<file path="src/sv/assert_macros.svh">
// Concurrent assertion macros used by the top-level RTL file.
`ifndef ASSERT_MACROS_SVH
`define ASSERT_MACROS_SVH

// Check that a condition implies a consequence in the same cycle.
`define ASSERT_IMPLIES(label, clk, rst_n, cond, cons) \
  label: assert property (@(posedge clk) disable iff (!(rst_n)) (cond) |-> (cons)) \
    else $error("assertion failed: same-cycle implication");

// Check that a condition implies a consequence in the next cycle.
`define ASSERT_NEXT(label, clk, rst_n, cond, cons) \
  label: assert property (@(posedge clk) disable iff (!(rst_n)) (cond) |=> (cons)) \
    else $error("assertion failed: next-cycle implication");

`endif

</file>
<file path="src/sv/pcsg_pkg.sv">
// Shared constants for the pie chart sector geometry block.
package pcsg_pkg;

  localparam int COORD_BITS_DEF = 16;
  localparam int WORD_BITS      = 32;
  localparam int DIV_STEPS      = 32;
  localparam int SQRT_STEPS     = 16;
  localparam int ROOT_BITS      = 16;
  localparam int PER_BITS       = 10;
  localparam int FRONT_STAGES   = 10;

  localparam int FULL_MILLE     = 1000;
  localparam int THREEQ_MILLE   = 750;
  localparam int HALF_MILLE     = 500;
  localparam int QUARTER_MILLE  = 250;
  localparam int STEEP_LIMIT    = 120;
  localparam int MIN_RADIUS     = 10;

  // Quadrant codes (fraction / 250)
  localparam logic [2:0] QUAD_0 = 3'd0;
  localparam logic [2:0] QUAD_1 = 3'd1;
  localparam logic [2:0] QUAD_2 = 3'd2;
  localparam logic [2:0] QUAD_3 = 3'd3;
  localparam logic [2:0] QUAD_4 = 3'd4;

endpackage

</file>
<file path="src/sv/pcsg_div.sv">
// Pipelined restoring divider, one quotient bit per stage, with sideband.
module pcsg_div import pcsg_pkg::*; #(
  parameter int SW = 1
) (
  input  logic                 clk,
  input  logic                 rst_n,
  input  logic                 in_vld,
  input  logic [WORD_BITS-1:0] in_num,
  input  logic [WORD_BITS-1:0] in_den,
  input  logic [SW-1:0]        in_side,
  output logic                 out_vld,
  output logic [WORD_BITS-1:0] out_quo,
  output logic [SW-1:0]        out_side
);

  logic                 vld_r  [DIV_STEPS];
  logic [WORD_BITS-1:0] rem_r  [DIV_STEPS];
  logic [WORD_BITS-1:0] nq_r   [DIV_STEPS];
  logic [WORD_BITS-1:0] den_r  [DIV_STEPS];
  logic [SW-1:0]        side_r [DIV_STEPS];

  for (genvar k = 0; k < DIV_STEPS; k++) begin : g_step
    logic                 p_vld;
    logic [WORD_BITS-1:0] p_rem, p_nq, p_den;
    logic [SW-1:0]        p_side;
    logic [WORD_BITS:0]   sh;
    logic                 ge;
    logic [WORD_BITS-1:0] rem_nxt, nq_nxt;

    if (k == 0) begin : g_first
      assign p_vld  = in_vld;
      assign p_rem  = '0;
      assign p_nq   = in_num;
      assign p_den  = in_den;
      assign p_side = in_side;
    end else begin : g_rest
      assign p_vld  = vld_r[k-1];
      assign p_rem  = rem_r[k-1];
      assign p_nq   = nq_r[k-1];
      assign p_den  = den_r[k-1];
      assign p_side = side_r[k-1];
    end

    // shift in next numerator bit, subtract when it fits
    always_comb begin
      sh      = {p_rem, p_nq[WORD_BITS-1]};
      ge      = (sh >= {1'b0, p_den});
      rem_nxt = ge ? WORD_BITS'(sh - {1'b0, p_den}) : sh[WORD_BITS-1:0];
      nq_nxt  = {p_nq[WORD_BITS-2:0], ge};
    end

    always_ff @(posedge clk) begin
      if (!rst_n) begin
        vld_r[k] <= 1'b0;
      end else begin
        vld_r[k] <= p_vld;
      end
    end

    always_ff @(posedge clk) begin
      rem_r[k]  <= rem_nxt;
      nq_r[k]   <= nq_nxt;
      den_r[k]  <= p_den;
      side_r[k] <= p_side;
    end
  end

  assign out_vld  = vld_r[DIV_STEPS-1];
  assign out_quo  = nq_r[DIV_STEPS-1];
  assign out_side = side_r[DIV_STEPS-1];

endmodule

</file>
<file path="config.mk">
export PLATFORM = sky130hd
export DESIGN_NAME = pcsg_div
export DESIGN_NICKNAME = d
export VERILOG_FILES = /design/src/sv/assert_macros.svh /design/src/sv/pcsg_pkg.sv /design/src/sv/pcsg_div.sv
export SDC_FILE = /design/constraint.sdc
export NUM_CORES = 2
export LEC_CHECK = 0
export BUFFER_PORTS_ARGS = -buffer_cell sky130_fd_sc_hd__buf_4
export CORE_MARGIN = 5
export CORE_UTILIZATION = 68
export CTS_BUF_LIST = sky130_fd_sc_hd__clkbuf_8 sky130_fd_sc_hd__clkbuf_16
export CTS_CLUSTER_DIAMETER = 50
export CTS_CLUSTER_SIZE = 40
export DETAILED_ROUTE_END_ITERATION = 6
export PLACE_DENSITY = 0.85
export SYNTH_ARGS = -nofsm -noshare
export SYNTH_HDL_FRONTEND = slang
export SYNTH_SLANG_ARGS = --single-unit
</file>
<file path="constraint.sdc">
create_clock -name clk -period 7.4 [get_ports clk]
set_clock_uncertainty 0.15 [all_clocks]
set_input_delay 2.22 -clock clk [delete_from_list [all_inputs] [get_ports clk]]
set_output_delay 2.22 -clock clk [all_outputs]
set_load 0.02 [all_outputs]
</file>
==> flow_summary.ini <==
[setup_path]
cp-start-kind = register
worst-path-max-fanout = 33
r2r_end = rem_r[5][44]
crit_slowest_cell = a2111oi_0
cp.required_ns = 8.03
path_delay_family = compound AO/OA/AOI/OAI gates
worstSetupPathType = register to register
crit_cells = 13
path_cells = inv_1 -> ha_1 -> nor2b_1 -> o21ai_0 -> nand2b_1 -> a31o_2 -> a2111oi_0 -> o211ai_1 -> a21oi_1 -> or2_1 -> buf_4 -> inv_1 -> mux2_2
reg2reg_from = den_r[20][1]
critPathMaxStageDelay_ns = 0.96
setup.worst_path.start = den_r[20][1]
reg2reg_depth = 13
end_kind = register
crit_end = rem_r[5][44]
critPathArrivalTime_ns = 5.84
cp_common_cell = inv_1
r2r_slack_ns = 2.19
path_buf_inv = 3

[min_path]
hp-class = register to register
worstHoldStart = nq_r[1][331]

[timing]
tightest_slew_ns = 1.248
hold_slack_ns = 0.1312
relSlewSlack = 0.1651
finalCritPeriodShare = 0.7040
final-hold-violation-count = 0
max_freq_ghz = 0.1920
rsz0062_at_grt = false
tns_ns = 0
setup_viol = 0
fin_crit_ns = 5.210
drv_slew = 0

[detailed_routing]
wl_per_cell_um = 19.79
via_per_inst = 5.919
totalWireLength_um = 311800
via_count = 93280
dr.pass1.iters = 7
antenna_left = 0
drcViolationCount = 3
drt_iter0_markers = 8503

[yosys]
synth_seq_cells = 3072
synth_top_area_share = 0.4843
postSynth.asyncResetShare = 0
synth.avg_cell_area_um2 = 9.704
yosys_warnings = 0
yosys_most_used_dff = dfxtp_1
yosys-top-cells-area = dfxtp_1, ha_1, a21oi_1
yosysSeqAreaShare = 0.4843
syn_inst = 13090
synth.distinct_cells = 102
syn_nets = 14180
synth_top_area_cell = dfxtp_1
synth_edf_count = 0
synthesis.area_mm2 = 0.1270

[global_route]
grtUsageMet3 = 0.04576
gr-usage-met1 = 0.4093
grt_busiest_layer = met2
grt_pass1_vias = 91260
antenna_found_initial = 10
grt_first_pass_wirelength_um = 489600
overflow = 0
grtUsageMet2 = 0.5051
grt_usage = 0.3058
grt_start_max_net_pins = 66

[clock_tree]
cts.sinks = 3072
cts.clk_slew.worst_paths_ns = 0.13
cts_buffers = 210
cts_root_buffer = clkbuf_16
cts_tree = yes
post_cts_buffers = 0
cts_hold_buf = 0
worstSkewPairLatency_ns = 0.90
cts_max_level = 4
ctsResizeCount = 0
cts.path.max_buffers = 3

[floorplanning]
die_y_um = 442.1
die_w_um = 442.1
std_cell_rows = 158
core_mm2 = 0.1856
num_io_pins = 102
initial_core_util = 0.6841
die_area_mm2 = 0.1955

[pwr]
irDropWorstVdd_mv = 0.3958
finalPower_mw = 39.77
p_leak_nw = 65.13
power_density_mw_per_mm2 = 287.8

[place]
numPortBuffers = 101
post-place-cells = 15350
gp_congestion = 0.9831
dp_hpwl_um = 236800

[final_layout]
nNetsFinal = 14180
drive_gt1_frac = 0.07466
stdcell_count = 15760
synthToLayoutAreaGrowth_pct = 8.802

[run]
max-cap-violations = 0

[status]
violations = DRC
run_status = complete, but fails checks
-- area by class of cell --
type | instances | area (um^2)
clock buffers | 215 | 5346
well taps | 2480 | 3103
multi-input cells | 8392 | 59360
inverters | 1281 | 4808
fillers | 12760 | 47470
flip-flops and latches | 3072 | 61500
diodes | 6 | 15.01
clock inverters | 186 | 3073
repair buffers | 128 | 960.9
-- cell families after synthesis --
group                      count (synthesis)  share of synthesized area
and+or+nand+nor                         2798                     0.1042
AOI/OAI and AO/OA                       3359                     0.1672
muxes                                    427                    0.03826
adders and majority gates               1024                     0.1027
buffers and inverters                   1622                    0.04930
xor gates and xnor gates                 784                    0.05407
DFF                                     3072                     0.4843
-- routing by layer --
layer	vias up	share of wire
met5	-	0.000067
met3	721	0.063
met2	3308	0.46
li1	45180	-
met1	44070	0.44
met4	4	0.041
-- synthesized netlist by cell type, types with 23 or more instances --
cell	n
inv_1	1275
a31oi_1	105
nor4_1	47
o21ai_0	729
xnor2_1	469
or2_2	43
o31ai_1	84
and3_1	69
nand2_1	860
o21ai_1	36
nand3_1	192
nand2b_1	131
mux2_2	328
and2_1	70
a211oi_1	90
xor2_1	315
a21boi_0	49
nor2b_1	143
and4_1	26
o21bai_1	125
clkbuf_1	247
fa_1	30
buf_2	66
a221oi_1	23
nor3_1	161
or3_1	48
nor3b_1	27
a2111oi_0	30
mux2_4	26
nor2_1	752
o21a_1	152
mux2_1	35
mux2i_1	38
a21o_1	510
a211o_1	23
o211ai_1	74
ha_1	994
dfxtp_1	3072
nand4_1	177
a21oi_1	1038
o31a_1	45
-- through the flow --
| step | utilization | worst slack (ns) | cell area, um^2 |
|---|---|---|---|
| detailed placement | 0.6989 | 2.008 | 129700 |
| global placement | 0.6989 | 2.255 | 129700 |
| floorplan | - | 3.142 | 127000 |
| global route | 0.7442 | 2.084 | 138200 |
| finish | 0.7443 | 2.190 | 138200 |
| CTS | 0.7442 | 2.399 | 138200 |
-- cells in the final DEF, fill, tap and decap left out, types with 128 or more instances in the layout --
master / count
o21ai_0: 729
nand4_1: 177
nand2b_1: 131
xnor2_1: 469
xor2_1: 315
clkbuf_16: 212
o21a_1: 152
nor3_1: 161
buf_4: 128
dfxtp_1: 3072
nor2b_1: 143
nor2_1: 752
nand2_1: 860
ha_1: 994
inv_1: 1280
mux2_2: 328
nand3_1: 192
a21o_1: 510
a21oi_1: 1037
-- worst min path at each step --
stage | to | cells past startpoint
2_1_floorplan | nq_r[0][100] | 0
3_3_place_gp | nq_r[0][299] | 0
3_5_place_dp | nq_r[0][168] | 0
4_1_cts | nq_r[1][364] | 0
5_1_grt | nq_r[1][364] | 0
6_report | nq_r[1][364] | 0
-- power breakdown --
group | total [mW] | internal (mW) | switching [mW]
combinational | 7.94 | 3.26 | 4.68
sequential | 18.4 | 17.7 | 0.749
clock | 13.4 | 6.25 | 7.15
total | 39.8 | 27.2 | 12.6
-- state kept, by name (all words and copies together), names as in the netlist --
signal and count:
den_r 992, nq_r 1024, vld_r 32, rem_r 992
side_r 32
No activity file was read; power rests on OpenSTA's default activity.
