--- src/sv/assert_macros.svh ---
// Concurrent assertion macros used by the top-level RTL file.
`ifndef ASSERT_MACROS_SVH
`define ASSERT_MACROS_SVH

// Check that a condition implies a consequence in the same cycle.
`define ASSERT_IMPLIES(label, clk, rst_n, cond, cons) \
  label: assert property (@(posedge clk) disable iff (!(rst_n)) (cond) |-> (cons)) \
    else $error("assertion failed: same-cycle implication");

// Check that a condition implies a consequence in the next cycle.
`define ASSERT_NEXT(label, clk, rst_n, cond, cons) \
  label: assert property (@(posedge clk) disable iff (!(rst_n)) (cond) |=> (cons)) \
    else $error("assertion failed: next-cycle implication");

`endif

--- src/sv/pcsg_pkg.sv ---
// Shared constants for the pie chart sector geometry block.
package pcsg_pkg;

  localparam int COORD_BITS_DEF = 16;
  localparam int WORD_BITS      = 32;
  localparam int DIV_STEPS      = 32;
  localparam int SQRT_STEPS     = 16;
  localparam int ROOT_BITS      = 16;
  localparam int PER_BITS       = 10;
  localparam int FRONT_STAGES   = 10;

  localparam int FULL_MILLE     = 1000;
  localparam int THREEQ_MILLE   = 750;
  localparam int HALF_MILLE     = 500;
  localparam int QUARTER_MILLE  = 250;
  localparam int STEEP_LIMIT    = 120;
  localparam int MIN_RADIUS     = 10;

  // Quadrant codes (fraction / 250)
  localparam logic [2:0] QUAD_0 = 3'd0;
  localparam logic [2:0] QUAD_1 = 3'd1;
  localparam logic [2:0] QUAD_2 = 3'd2;
  localparam logic [2:0] QUAD_3 = 3'd3;
  localparam logic [2:0] QUAD_4 = 3'd4;

endpackage

--- src/sv/pcsg_sqrt.sv ---
// Pipelined integer square root, one root bit per stage, with sideband.
module pcsg_sqrt import pcsg_pkg::*; #(
  parameter int SW = 1
) (
  input  logic                 clk,
  input  logic                 rst_n,
  input  logic                 in_vld,
  input  logic [WORD_BITS-1:0] in_val,
  input  logic [SW-1:0]        in_side,
  output logic                 out_vld,
  output logic [ROOT_BITS-1:0] out_root,
  output logic [SW-1:0]        out_side
);

  localparam int RB = ROOT_BITS + 4;

  logic                 vld_r  [SQRT_STEPS];
  logic [RB-1:0]        rem_r  [SQRT_STEPS];
  logic [ROOT_BITS-1:0] root_r [SQRT_STEPS];
  logic [WORD_BITS-1:0] n_r    [SQRT_STEPS];
  logic [SW-1:0]        side_r [SQRT_STEPS];

  for (genvar k = 0; k < SQRT_STEPS; k++) begin : g_step
    logic                 p_vld;
    logic [RB-1:0]        p_rem;
    logic [ROOT_BITS-1:0] p_root;
    logic [WORD_BITS-1:0] p_n;
    logic [SW-1:0]        p_side;
    logic [RB-1:0]        rs, trial, rem_nxt;
    logic [ROOT_BITS-1:0] rt;
    logic                 ge;

    if (k == 0) begin : g_first
      assign p_vld  = in_vld;
      assign p_rem  = '0;
      assign p_root = '0;
      assign p_n    = in_val;
      assign p_side = in_side;
    end else begin : g_rest
      assign p_vld  = vld_r[k-1];
      assign p_rem  = rem_r[k-1];
      assign p_root = root_r[k-1];
      assign p_n    = n_r[k-1];
      assign p_side = side_r[k-1];
    end

    // bring down two bits, try root*4+1
    always_comb begin
      rs      = {p_rem[RB-3:0], p_n[WORD_BITS-1:WORD_BITS-2]};
      rt      = {p_root[ROOT_BITS-2:0], 1'b0};
      trial   = RB'({rt, 1'b1});
      ge      = (rs >= trial);
      rem_nxt = ge ? (rs - trial) : rs;
    end

    always_ff @(posedge clk) begin
      if (!rst_n) begin
        vld_r[k] <= 1'b0;
      end else begin
        vld_r[k] <= p_vld;
      end
    end

    always_ff @(posedge clk) begin
      rem_r[k]  <= rem_nxt;
      root_r[k] <= {rt[ROOT_BITS-1:1], ge};
      n_r[k]    <= {p_n[WORD_BITS-3:0], 2'b00};
      side_r[k] <= p_side;
    end
  end

  assign out_vld  = vld_r[SQRT_STEPS-1];
  assign out_root = root_r[SQRT_STEPS-1];
  assign out_side = side_r[SQRT_STEPS-1];

endmodule

--- config.mk ---
export PLATFORM = sky130hd
export DESIGN_NAME = pcsg_sqrt
export DESIGN_NICKNAME = d
export VERILOG_FILES = /design/src/sv/assert_macros.svh /design/src/sv/pcsg_pkg.sv /design/src/sv/pcsg_sqrt.sv
export SDC_FILE = /design/constraint.sdc
export NUM_CORES = 1
export LEC_CHECK = 0
export BUFFER_PORTS_ARGS = -buffer_cell sky130_fd_sc_hd__buf_2
export CAP_MARGIN = 20
export CORE_UTILIZATION = 60
export DETAILED_ROUTE_END_ITERATION = 10
export GPL_TIMING_DRIVEN = 0
export PLACE_DENSITY_LB_ADDON = 0.15
export SLEW_MARGIN = 20
export SYNTH_ARGS = -nofsm -noshare
export SYNTH_HDL_FRONTEND = slang
export SYNTH_SLANG_ARGS = --single-unit
--- constraint.sdc ---
create_clock -name clk -period 2.9 [get_ports clk]
set_input_delay 0.435 -clock clk [delete_from_list [all_inputs] [get_ports clk]]
set_output_delay 0.435 -clock clk [all_outputs]
set_load 0.05 [all_outputs]
==> results of run 1 <==
[layer usage]
| metal | up-vias | wire length (um) |
|---|---|---|
| met3 | 65 | 1910 |
| met1 | 6904 | 19190 |
| met5 | - | 0 |
| li1 | 7690 | - |
| met4 | 0 | 874 |
| met2 | 296 | 19620 |
[sequential cells by signal, summed over array words and instances (netlist names)]
name and cells:
n_r 240, root_r 136, vld_r 16, rem_r 250
side_r 16
[kinds of logic after synthesis]
family / after synthesis / share of synthesized area
and+or+nand+nor: 543 / 0.1170
adders and majority gates: 153 / 0.08315
buffers and inverters: 215 / 0.03598
muxes: 33 / 0.01582
AOI/OAI and AO/OA: 392 / 0.1061
xor gates and xnor gates: 183 / 0.06962
other: 1 / 0.0001629
DFF: 658 / 0.5722
[power groups by stage]
stage / logic, mW / clock network, mW / registers (mW)
final: 4.21 / 8.71 / 11.6
after global routing: 4.74 / 9.25 / 11.7
after CTS: 4.17 / 8.89 / 11.6
after detailed placement: 4.09 / 0 / 11.7
after global placement: 3.99 / 0 / 11.7
after floorplan: 3.27 / 0 / 11.5
[timing repair]
action / CTS / global route
buffers inserted: 0 / 1
hold endpoints to repair: 35 / 0
resized for setup: 1 / 12
setup endpoints to repair: 10 / 60
hold buffers: 34 / 0
pin swaps: 0 / 1
[stage by stage]
step / utilization / setup WS, ns / cells
2_1_floorplan: - / 0.5418 / 2178
3_3_place_gp: 0.6337 / -0.1241 / 2742
3_5_place_dp: 0.6337 / -0.1412 / 2742
4_1_cts: 0.7030 / 0.04123 / 2887
5_1_grt: 0.7043 / 0.009443 / 2888
6_report: 0.7043 / 0.1338 / 2888
[cells in the final DEF (no fill, tap or decap), types with 21 or more instances in the layout]
master / n
a21o_1: 38
a21oi_1: 145
and2_1: 21
buf_2: 66
clkbuf_16: 61
dfxtp_1: 658
dlygate4sd3_1: 34
ha_1: 153
inv_1: 182
nand2_1: 106
nand2b_1: 23
nand3_1: 28
nor2_1: 174
nor3_1: 50
nor4_1: 26
o21a_1: 26
o21ai_0: 60
o21ai_1: 25
or3_1: 26
xnor2_1: 87
xor2_1: 96
[final cells by class]
type                            count  area [um^2]  share of cell area
Buffer                             27        128.9            0.004846
Sequential cell                   658        13170              0.4954
Inverter                          188        705.7             0.02654
Clock buffer                       82         1725             0.06488
Tap cell                          511        639.4             0.02404
Multi-Input combinational cell   1305         9060              0.3407
Timing Repair Buffer               88        613.1             0.02306
Clock inverter                     29        546.8             0.02056
[critical path: stages (launching register included)]
cell and delay, ns:
dfxtp_1 0.35, inv_1 0.05, ha_1 0.34, a211oi_1 0.26
nor2_1 0.10, o41ai_1 0.49, o21ai_2 0.22, nor2_4 0.26
inv_2 0.16, clkbuf_2 0.24, nor2_1 0.12, a21oi_1 0.04
[worst max-delay path by stage]
| stage | startpoint | endpoint | depth (start not counted) |
|---|---|---|---|
| 3_3_place_gp | root_r[9][5] | rem_r[1][47] | 11 |
| 6_report | root_r[9][5] | rem_r[1][49] | 11 |
| 4_1_cts | root_r[9][5] | rem_r[1][49] | 11 |
| 3_5_place_dp | root_r[9][5] | rem_r[1][47] | 11 |
| 5_1_grt | root_r[12][3] | rem_r[1][107] | 11 |
| 2_1_floorplan | root_r[13][5] | rem_r[1][137] | 10 |
==> results by group, run 1 <==
Logic synthesis
  • Post-Synthesis Cells: 2178
  • Synth async-reset ratio: 0
  • Top cells by area, synth: dfxtp_1, ha_1, xor2_1, xnor2_1, a21oi_1
  • Seq/Total Area, Yosys: 0.5722
  • Post-synth top cells: dfxtp_1, inv_1, nor2_1
  • Net Count, Synth: 2367
  • Syn avg cell area: 10.57 um^2
  • Dominant cell type by area after synthesis: dfxtp_1
  • Most frequent cell after synthesis: dfxtp_1
  • Synth warn: 0
  • EDFF count, synth: 0
  • FF+latch count, synth: 658
  • Distinct cell type count after synthesis: 87
  • Top cell type's share of synthesized area: 0.5722
  • Dominant synthesized flop cell: dfxtp_1
  • Syn Std Cell Area: 0.02302 mm^2

Pwr
  • Cell area power density: 920.3 mW/mm^2
  • Combinational share of power: 0.172
  • Sequential power share: 0.472
  • Switch Pwr: 6.573 mW
  • Clock group share of total power: 0.356
  • Overall Power: 24.47 mW
  • Pint: 17.90 mW
  • Switching Fraction: 0.2686
  • Worst vdd ir: 0.6628 mV
  • Leakage: 12.55 nW

Floorplanning
  • Die W: 197.9 um
  • Die Height: 197.9 um
  • Row count: 71
  • Initial Util: 0.6098
  • Core region area: 0.03776 mm^2
  • Die area: 0.03916 mm^2
  • Num ports: 54

Clock network
  • Clk sinks: 658
  • Max Root-Sink Buffers: 3
  • Clock Latency Late Sink: 0.63 ns
  • H-tree depth: 2
  • Reg clk slew, reported paths: 0.06 ns
  • CTS tree: built
  • Num CTS Buffers: 61
  • Clock Tree Root: clkbuf_16

GRT
  • Gr busiest metal: met2
  • Largest net degree at the start of global routing: 19
  • Global Route met1 Usage: 0.2741
  • Vias in the first global route: 14980
  • Gr ovfl total: 0
  • Met2 usage: 0.3769
  • Initial antenna violation count: 0
  • Gr usage total: 0.2175
  • First-pass GRT wire length: 68960 um
  • Met3 Use GR: 0.04156

Place
  • DP Area: 0.02393 mm^2
  • Input/output buffers: 53
  • HPWL reported at the end of detailed placement: 29600 um
  • Gpl congestion: 0.9095

Timing
  • Worst slew pin tran: 0.6236 ns
  • Fmax: 0.3615 GHz
  • Final Hold Viols: 0
  • Setup_tns: 0 ns
  • Final setup viols: 0
  • Slew headroom: 0.5815
  • Final cycle utilization of the critical path: 0.9539
  • Unrepaired setup endpoints after global routing: false
  • Clock skew: 0.03481 ns
  • Hold WS: 0.08560 ns
  • Post-layout min period: 2.766 ns
  • Fin. max-slew vios: 0

Routing
  • Drt first pass iters: 5
  • Number of remaining DRC errors: 0
  • Initial drt markers: 751
  • Via/cell ratio: 5.178
  • DRT Wirelength: 41590 um
  • Wire length per cell: 14.40 um
  • Via count: 14960
  • Post-DRT Antenna Nets: 0

Final layout
  • Synth-to-Final Area Change: 15.51%
  • Final Instance Area: 0.02659 mm^2
  • Ant. Diodes: 0
  • Proportion of layout cells with a drive suffix above 1: 0.09045
  • Fillers: 2753
  • Layout Nets: 2518

Worst setup path
  • Worst Path Arrival: 3.25 ns
  • Crit path capture type: register
  • Worst path required time: 3.38 ns
  • Startpoint types: register
  • Worst Path Class, Setup: register to register
  • RR Endpoint: rem_r[1][49]
  • Reg2reg start: root_r[9][5]
  • Crit path max fanout: 10
  • Reg-to-reg slack, setup: 0.13 ns
  • Cells on worst reg2reg path: 11

Min path
  • Worst hold path depth: 2
  • Worst Hold Launch: rst_n
  • WHS Endpoint: vld_r[1][6]
  • Worst min path class: input port to register

Outcome
  • Status: finished clean

Flow run
  • Max cap viols: 0
(Power assumes the default switching activity.)
==> inputs of run 2 (changes only) <==
- SETUP_SLACK_MARGIN: default -> 0.3
==> results by group, run 2 (synthesis gave the netlist of run 1 again) <==
Place
  • Gpl congestion: 0.9095
  • HPWL reported at the end of detailed placement: 29600 um
  • Input/output buffers: 53
  • DP Cell Count: 2742

Routing
  • Via/cell ratio: 5.199
  • Via count: 15120
  • Number of remaining DRC errors: 0
  • DRT Wirelength: 42540 um
  • Post-DRT Antenna Nets: 0
  • Drt first pass iters: 5
  • Wire length per cell: 14.63 um
  • Initial drt markers: 718

GRT
  • Vias in the first global route: 15010
  • Gr ovfl total: 0
  • First-pass GRT wire length: 69190 um
  • Largest net degree at the start of global routing: 19
  • Gr usage total: 0.2182
  • Initial antenna violation count: 0

Timing
  • Setup_tns: 0 ns
  • Fmax: 0.3913 GHz
  • Unrepaired setup endpoints after global routing: true
  • Final Hold Viols: 0
  • Slew headroom: 0.6610
  • Post-layout min period: 2.555 ns
  • Final setup viols: 0
  • Worst slew pin tran: 0.5046 ns
  • Fin. max-slew vios: 0
  • Clock skew: 0.03726 ns
  • Final cycle utilization of the critical path: 0.8812

Pwr
  • Cell area power density: 913.9 mW/mm^2
  • Worst vdd ir: 0.6631 mV
  • Leakage: 12.67 nW

Clock network
  • Clk sinks: 658
  • Num CTS Buffers: 61
  • Clock Tree Root: clkbuf_16
  • Max Root-Sink Buffers: 3
  • Clock Latency Late Sink: 0.63 ns
  • CTS tree: built
  • Reg clk slew, reported paths: 0.06 ns
  • H-tree depth: 2

Final layout
  • Largest registers: rem_r (250), n_r (240), root_r (136)
  • Synth-to-Final Area Change: 17.30%
  • Fillers: 2682
  • Most frequent cells in the layout: dfxtp_1, inv_1, nor2_1, a21oi_1, ha_1
  • Ant. Diodes: 0
  • Biggest register: rem_r
  • Leading cell type in the layout, fill and taps excluded: dfxtp_1
  • Max reg flops: 250
  • Layout Nets: 2538
  • Post-route insts no fill: 2908
  • Proportion of layout cells with a drive suffix above 1: 0.1131

Floorplanning
  • Die area: 0.03916 mm^2
  • Num ports: 54
  • Die W: 197.9 um
  • Initial Util: 0.6098
  • Core region area: 0.03776 mm^2
  • Row count: 71
  • Die Height: 197.9 um

Worst setup path
  • Worst Path Arrival: 3.10 ns
  • Startpoint types: register
  • Crit path max fanout: 6
  • Reg2reg start: root_r[12][4]
  • Worst setup path startpoint: root_r[12][4]
  • Worst Path Class, Setup: register to register
  • Crit path capture type: register
  • Worst path required time: 3.45 ns

Min path
  • Worst min path class: input port to register
  • Worst Hold Launch: rst_n

Flow run
  • Max cap viols: 0

Outcome
  • Status: finished clean
run 2: stage by stage:
step / worst slack [ns] / total power, mW / hold WS, ns / instance area (um^2) / util
detailed placement: -0.1412 / 15.83 / 0.3121 / 23930 / 0.6337
CTS: 0.3009 / 24.64 / 0.04922 / 26620 / 0.7052
global route: 0.2376 / 25.91 / 0.08887 / 27010 / 0.7153
global placement: -0.1241 / 15.68 / 0.3098 / 23930 / 0.6337
finish: 0.3446 / 24.68 / 0.08405 / 27010 / 0.7153
floorplan: 0.5418 / 14.78 / 0.3096 / 23020 / -
run 2: report_power, final:
part | switching, mW | internal [mW]
registers | 0.979 | 10.6
clock network | 3.38 | 5.35
logic | 2.32 | 2.06
total | 6.68 | 18.0
run 2: layout make-up:
| class | count | area, um^2 | share of cell area |
|---|---|---|---|
| sequential | 658 | 13170 | 0.4878 |
| multi-input combinational | 1305 | 9275 | 0.3434 |
| clock buffer | 82 | 1725 | 0.06389 |
| timing repair buffer | 108 | 767.0 | 0.02840 |
| inverter | 188 | 711.9 | 0.02636 |
| tap | 511 | 639.4 | 0.02367 |
| clock inverter | 29 | 546.8 | 0.02025 |
| buffer | 27 | 167.7 | 0.006208 |
run 2: path summary, 6_finish.rpt:
check	slack [ns]	cells after the start	end
hold reg to reg	0.32	0	n_r[1][18]
setup / recovery	0.34	10	rem_r[1][114]
hold / removal	0.08	2	vld_r[1][6]
setup reg to reg	0.34	10	rem_r[1][114]
run 2: repair_timing:
item / 4_1_cts / 5_1_grt
gates resized for setup: 20 / 60
gates cloned: 0 / 1
hold endpoints to repair: 35 / 0
hold buffers: 34 / 0
pin swaps: 1 / 20
buffers inserted: 1 / 19
setup endpoints to repair: 77 / 104
run 2: routing by layer:
| metal | up-vias | part of all wire | GRT usage |
|---|---|---|---|
| met1 | 7052 | 0.46 | 0.2742 |
| met4 | 0 | 0.023 | 0.06489 |
| met3 | 76 | 0.045 | 0.04207 |
| met5 | - | 0 | 0 |
| li1 | 7713 | - | - |
| met2 | 277 | 0.47 | 0.3787 |
run 2: critical path, cell delays in order, from the launching register on:
cell	delay (ns)
dfxtp_1	0.34
inv_1	0.05
ha_1	0.38
nand4_1	0.18
a211oi_2	0.35
nor3_4	0.12
o31ai_4	0.29
nor4b_4	0.09
buf_4	0.16
clkdlybuf4s15_2	0.27
o31ai_1	0.23
==> inputs of run 3 (changes only) <==
- CORE_UTILIZATION: 60 -> 56
- clock period: 2.9 -> 2.3 ns (I/O delays scaled with it)
==> results by group, run 3 (synthesis gave the netlist of run 1 again) <==
Final layout
  • Fillers: 2139
  • Biggest register: rem_r
  • Proportion of layout cells with a drive suffix above 1: 0.4054
  • Leading cell type in the layout, fill and taps excluded: dfxtp_1
  • Multi-input combinational cell area: 0.01243 mm^2
  • Final core utilization: 0.8092
  • Synth-to-Final Area Change: 40.95%
  • FF/Latch Area: 0.01333 mm^2
  • Most frequent cells in the layout: dfxtp_1, buf_4, inv_1, nor2_1, dfxtp_2
  • Layout Nets: 2755
  • Ant. Diodes: 0
  • Largest registers: rem_r (250), n_r (240), root_r (136)
  • Max reg flops: 250

Clock network
  • Clk sinks: 658
  • H-tree depth: 2
  • Clock Latency Late Sink: 0.64 ns
  • Max Root-Sink Buffers: 3
  • Reg clk slew, reported paths: 0.06 ns
  • Num CTS Buffers: 61
  • CTS tree: built
  • Clock Tree Root: clkbuf_16

GRT
  • Gr usage total: 0.2407
  • Vias in the first global route: 16770
  • First-pass GRT wire length: 81210 um
  • Initial antenna violation count: 0
  • Largest net degree at the start of global routing: 19
  • Gr ovfl total: 0

Worst setup path
  • Worst path required time: 2.79 ns
  • Worst Path Class, Setup: register to register
  • CP top delay family: simple AND/OR/NAND/NOR gates
  • Crit path max fanout: 5
  • Buf/Inv on CP: 2
  • Crit path capture type: register
  • Crit-path max cell delay: 0.34 ns
  • Cell Chain, Critical Path: inv_2, ha_4, a21o_1, or3_1, o22a_2, a21o_1, or2_4, buf_6, nor2b_1, mux2_4
  • Critical path's most frequent cell: a21o_1
  • Slowest cell on crit path: dfxtp_2
  • Worst Path Arrival: 2.94 ns
  • Startpoint types: register

Floorplanning
  • Die W: 204.8 um
  • Row count: 73
  • Die Height: 204.8 um
  • Die area: 0.04193 mm^2
  • Num ports: 54
  • Core region area: 0.04010 mm^2
  • Initial Util: 0.5742

Outcome
  • Status: finished, violations left
  • Failing checks: setup timing

Routing
  • Wire length per cell: 17.58 um
  • Number of remaining DRC errors: 0
  • Via/cell ratio: 5.371
  • DRT Wirelength: 55160 um
  • Post-DRT Antenna Nets: 0
  • Via count: 16850
  • Drt first pass iters: 7
  • Initial drt markers: 846

Pwr
  • Leakage: 14.35 nW
  • Sequential power share: 0.443
  • Worst vdd ir: 1.177 mV
  • Pint: 23.97 mW
  • Switch Pwr: 10.18 mW
  • Clock group share of total power: 0.306
  • Combinational share of power: 0.252
  • Overall Power: 34.15 mW
  • Cell area power density: 1052 mW/mm^2
  • Switching Fraction: 0.2982

Timing
  • Unrepaired setup endpoints after global routing: true
  • Final Hold Viols: 0
  • Final WS setup: -0.1483 ns
  • Hold WS: 0.3133 ns
  • Worst slew pin tran: 0.8287 ns
  • Fmax: 0.4084 GHz
  • Final cycle utilization of the critical path: 1.064
  • Fin. max-slew vios: 0
  • Post-layout min period: 2.448 ns
  • Slew headroom: 0.4425
  • Final setup viols: 35
  • Clock skew: 0.04356 ns

Place
  • HPWL reported at the end of detailed placement: 29880 um
  • Gpl congestion: 0.9526
  • Input/output buffers: 53

Min path
  • Worst min path class: register to register

Flow run
  • Max cap viols: 0
==> run 3: changes by cell type in the layout (fill, tap and decap cells not counted), sizes merged <==
cell / before / now
clkdlybuf4s15: 1 / 0
buf: 88 / 313
clkinv: 12 / 18
clkinvlp: 4 / 6
dlygate4sd3: 34 / 36
bufinv: 13 / 8
clkbuf: 94 / 80
==> run 3: final timing paths <==
check,from,end,slack (ns),depth (start not counted)
max reg2reg,root_r[13][5],rem_r[1][137],-0.15,10
min,n_r[1][24],n_r[1][56],0.31,0
min reg2reg,n_r[1][24],n_r[1][56],0.31,0
max,root_r[13][5],rem_r[1][137],-0.15,10
==> run 3: final cells by class <==
class,count,area share
Multi-Input combinational cell,1305,0.3831
Timing Repair Buffer,324,0.08660
Timing Repair inverter,1,0.0002314
Clock buffer,78,0.05209
Clock inverter,31,0.01357
Tap cell,525,0.02024
Inverter,188,0.02267
Buffer,27,0.01080
Sequential cell,658,0.4107
==> run 3: repair_timing <==
item / 4_1_cts / 5_1_grt
pin swaps: 148 / 155
cloned: 12 / 1
endpoints found under the hold margin: 41 / 0
gates resized for setup: 522 / 379
setup buffers: 146 / 77
hold buffers: 36 / 0
endpoints found under the setup margin: 246 / 236
==> run 3: layer usage <==
layer | GRT usage | vias to the layer above | wire, um
li1 | - | 8170 | -
met2 | 0.4268 | 416 | 28360
met4 | 0.07676 | 0 | 1389
met1 | 0.2912 | 8152 | 22910
met3 | 0.04677 | 111 | 2507
met5 | 0 | - | 0
==> run 3: power by group through the flow <==
stage	combinational, mW	clock [mW]	sequential [mW]
2_1_floorplan	4.29	0	14.6
3_3_place_gp	5.21	0	14.8
3_5_place_dp	5.33	0	14.9
4_1_cts	7.00	10.6	14.8
5_1_grt	9.25	11.1	15.3
6_report	8.59	10.4	15.1
==> run 3: per-stage QoR <==
step	area, um^2	setup TNS [ns]	instances	setup slack (ns)
finish	32450	-2.869	3137	-0.1483
detailed placement	24300	-21.91	2756	-0.3329
global placement	24300	-18.65	2756	-0.3235
global route	32450	-5.636	3137	-0.2165
CTS	30310	-1.695	3059	-0.1538
floorplan	23380	-0.01587	2178	-0.01587
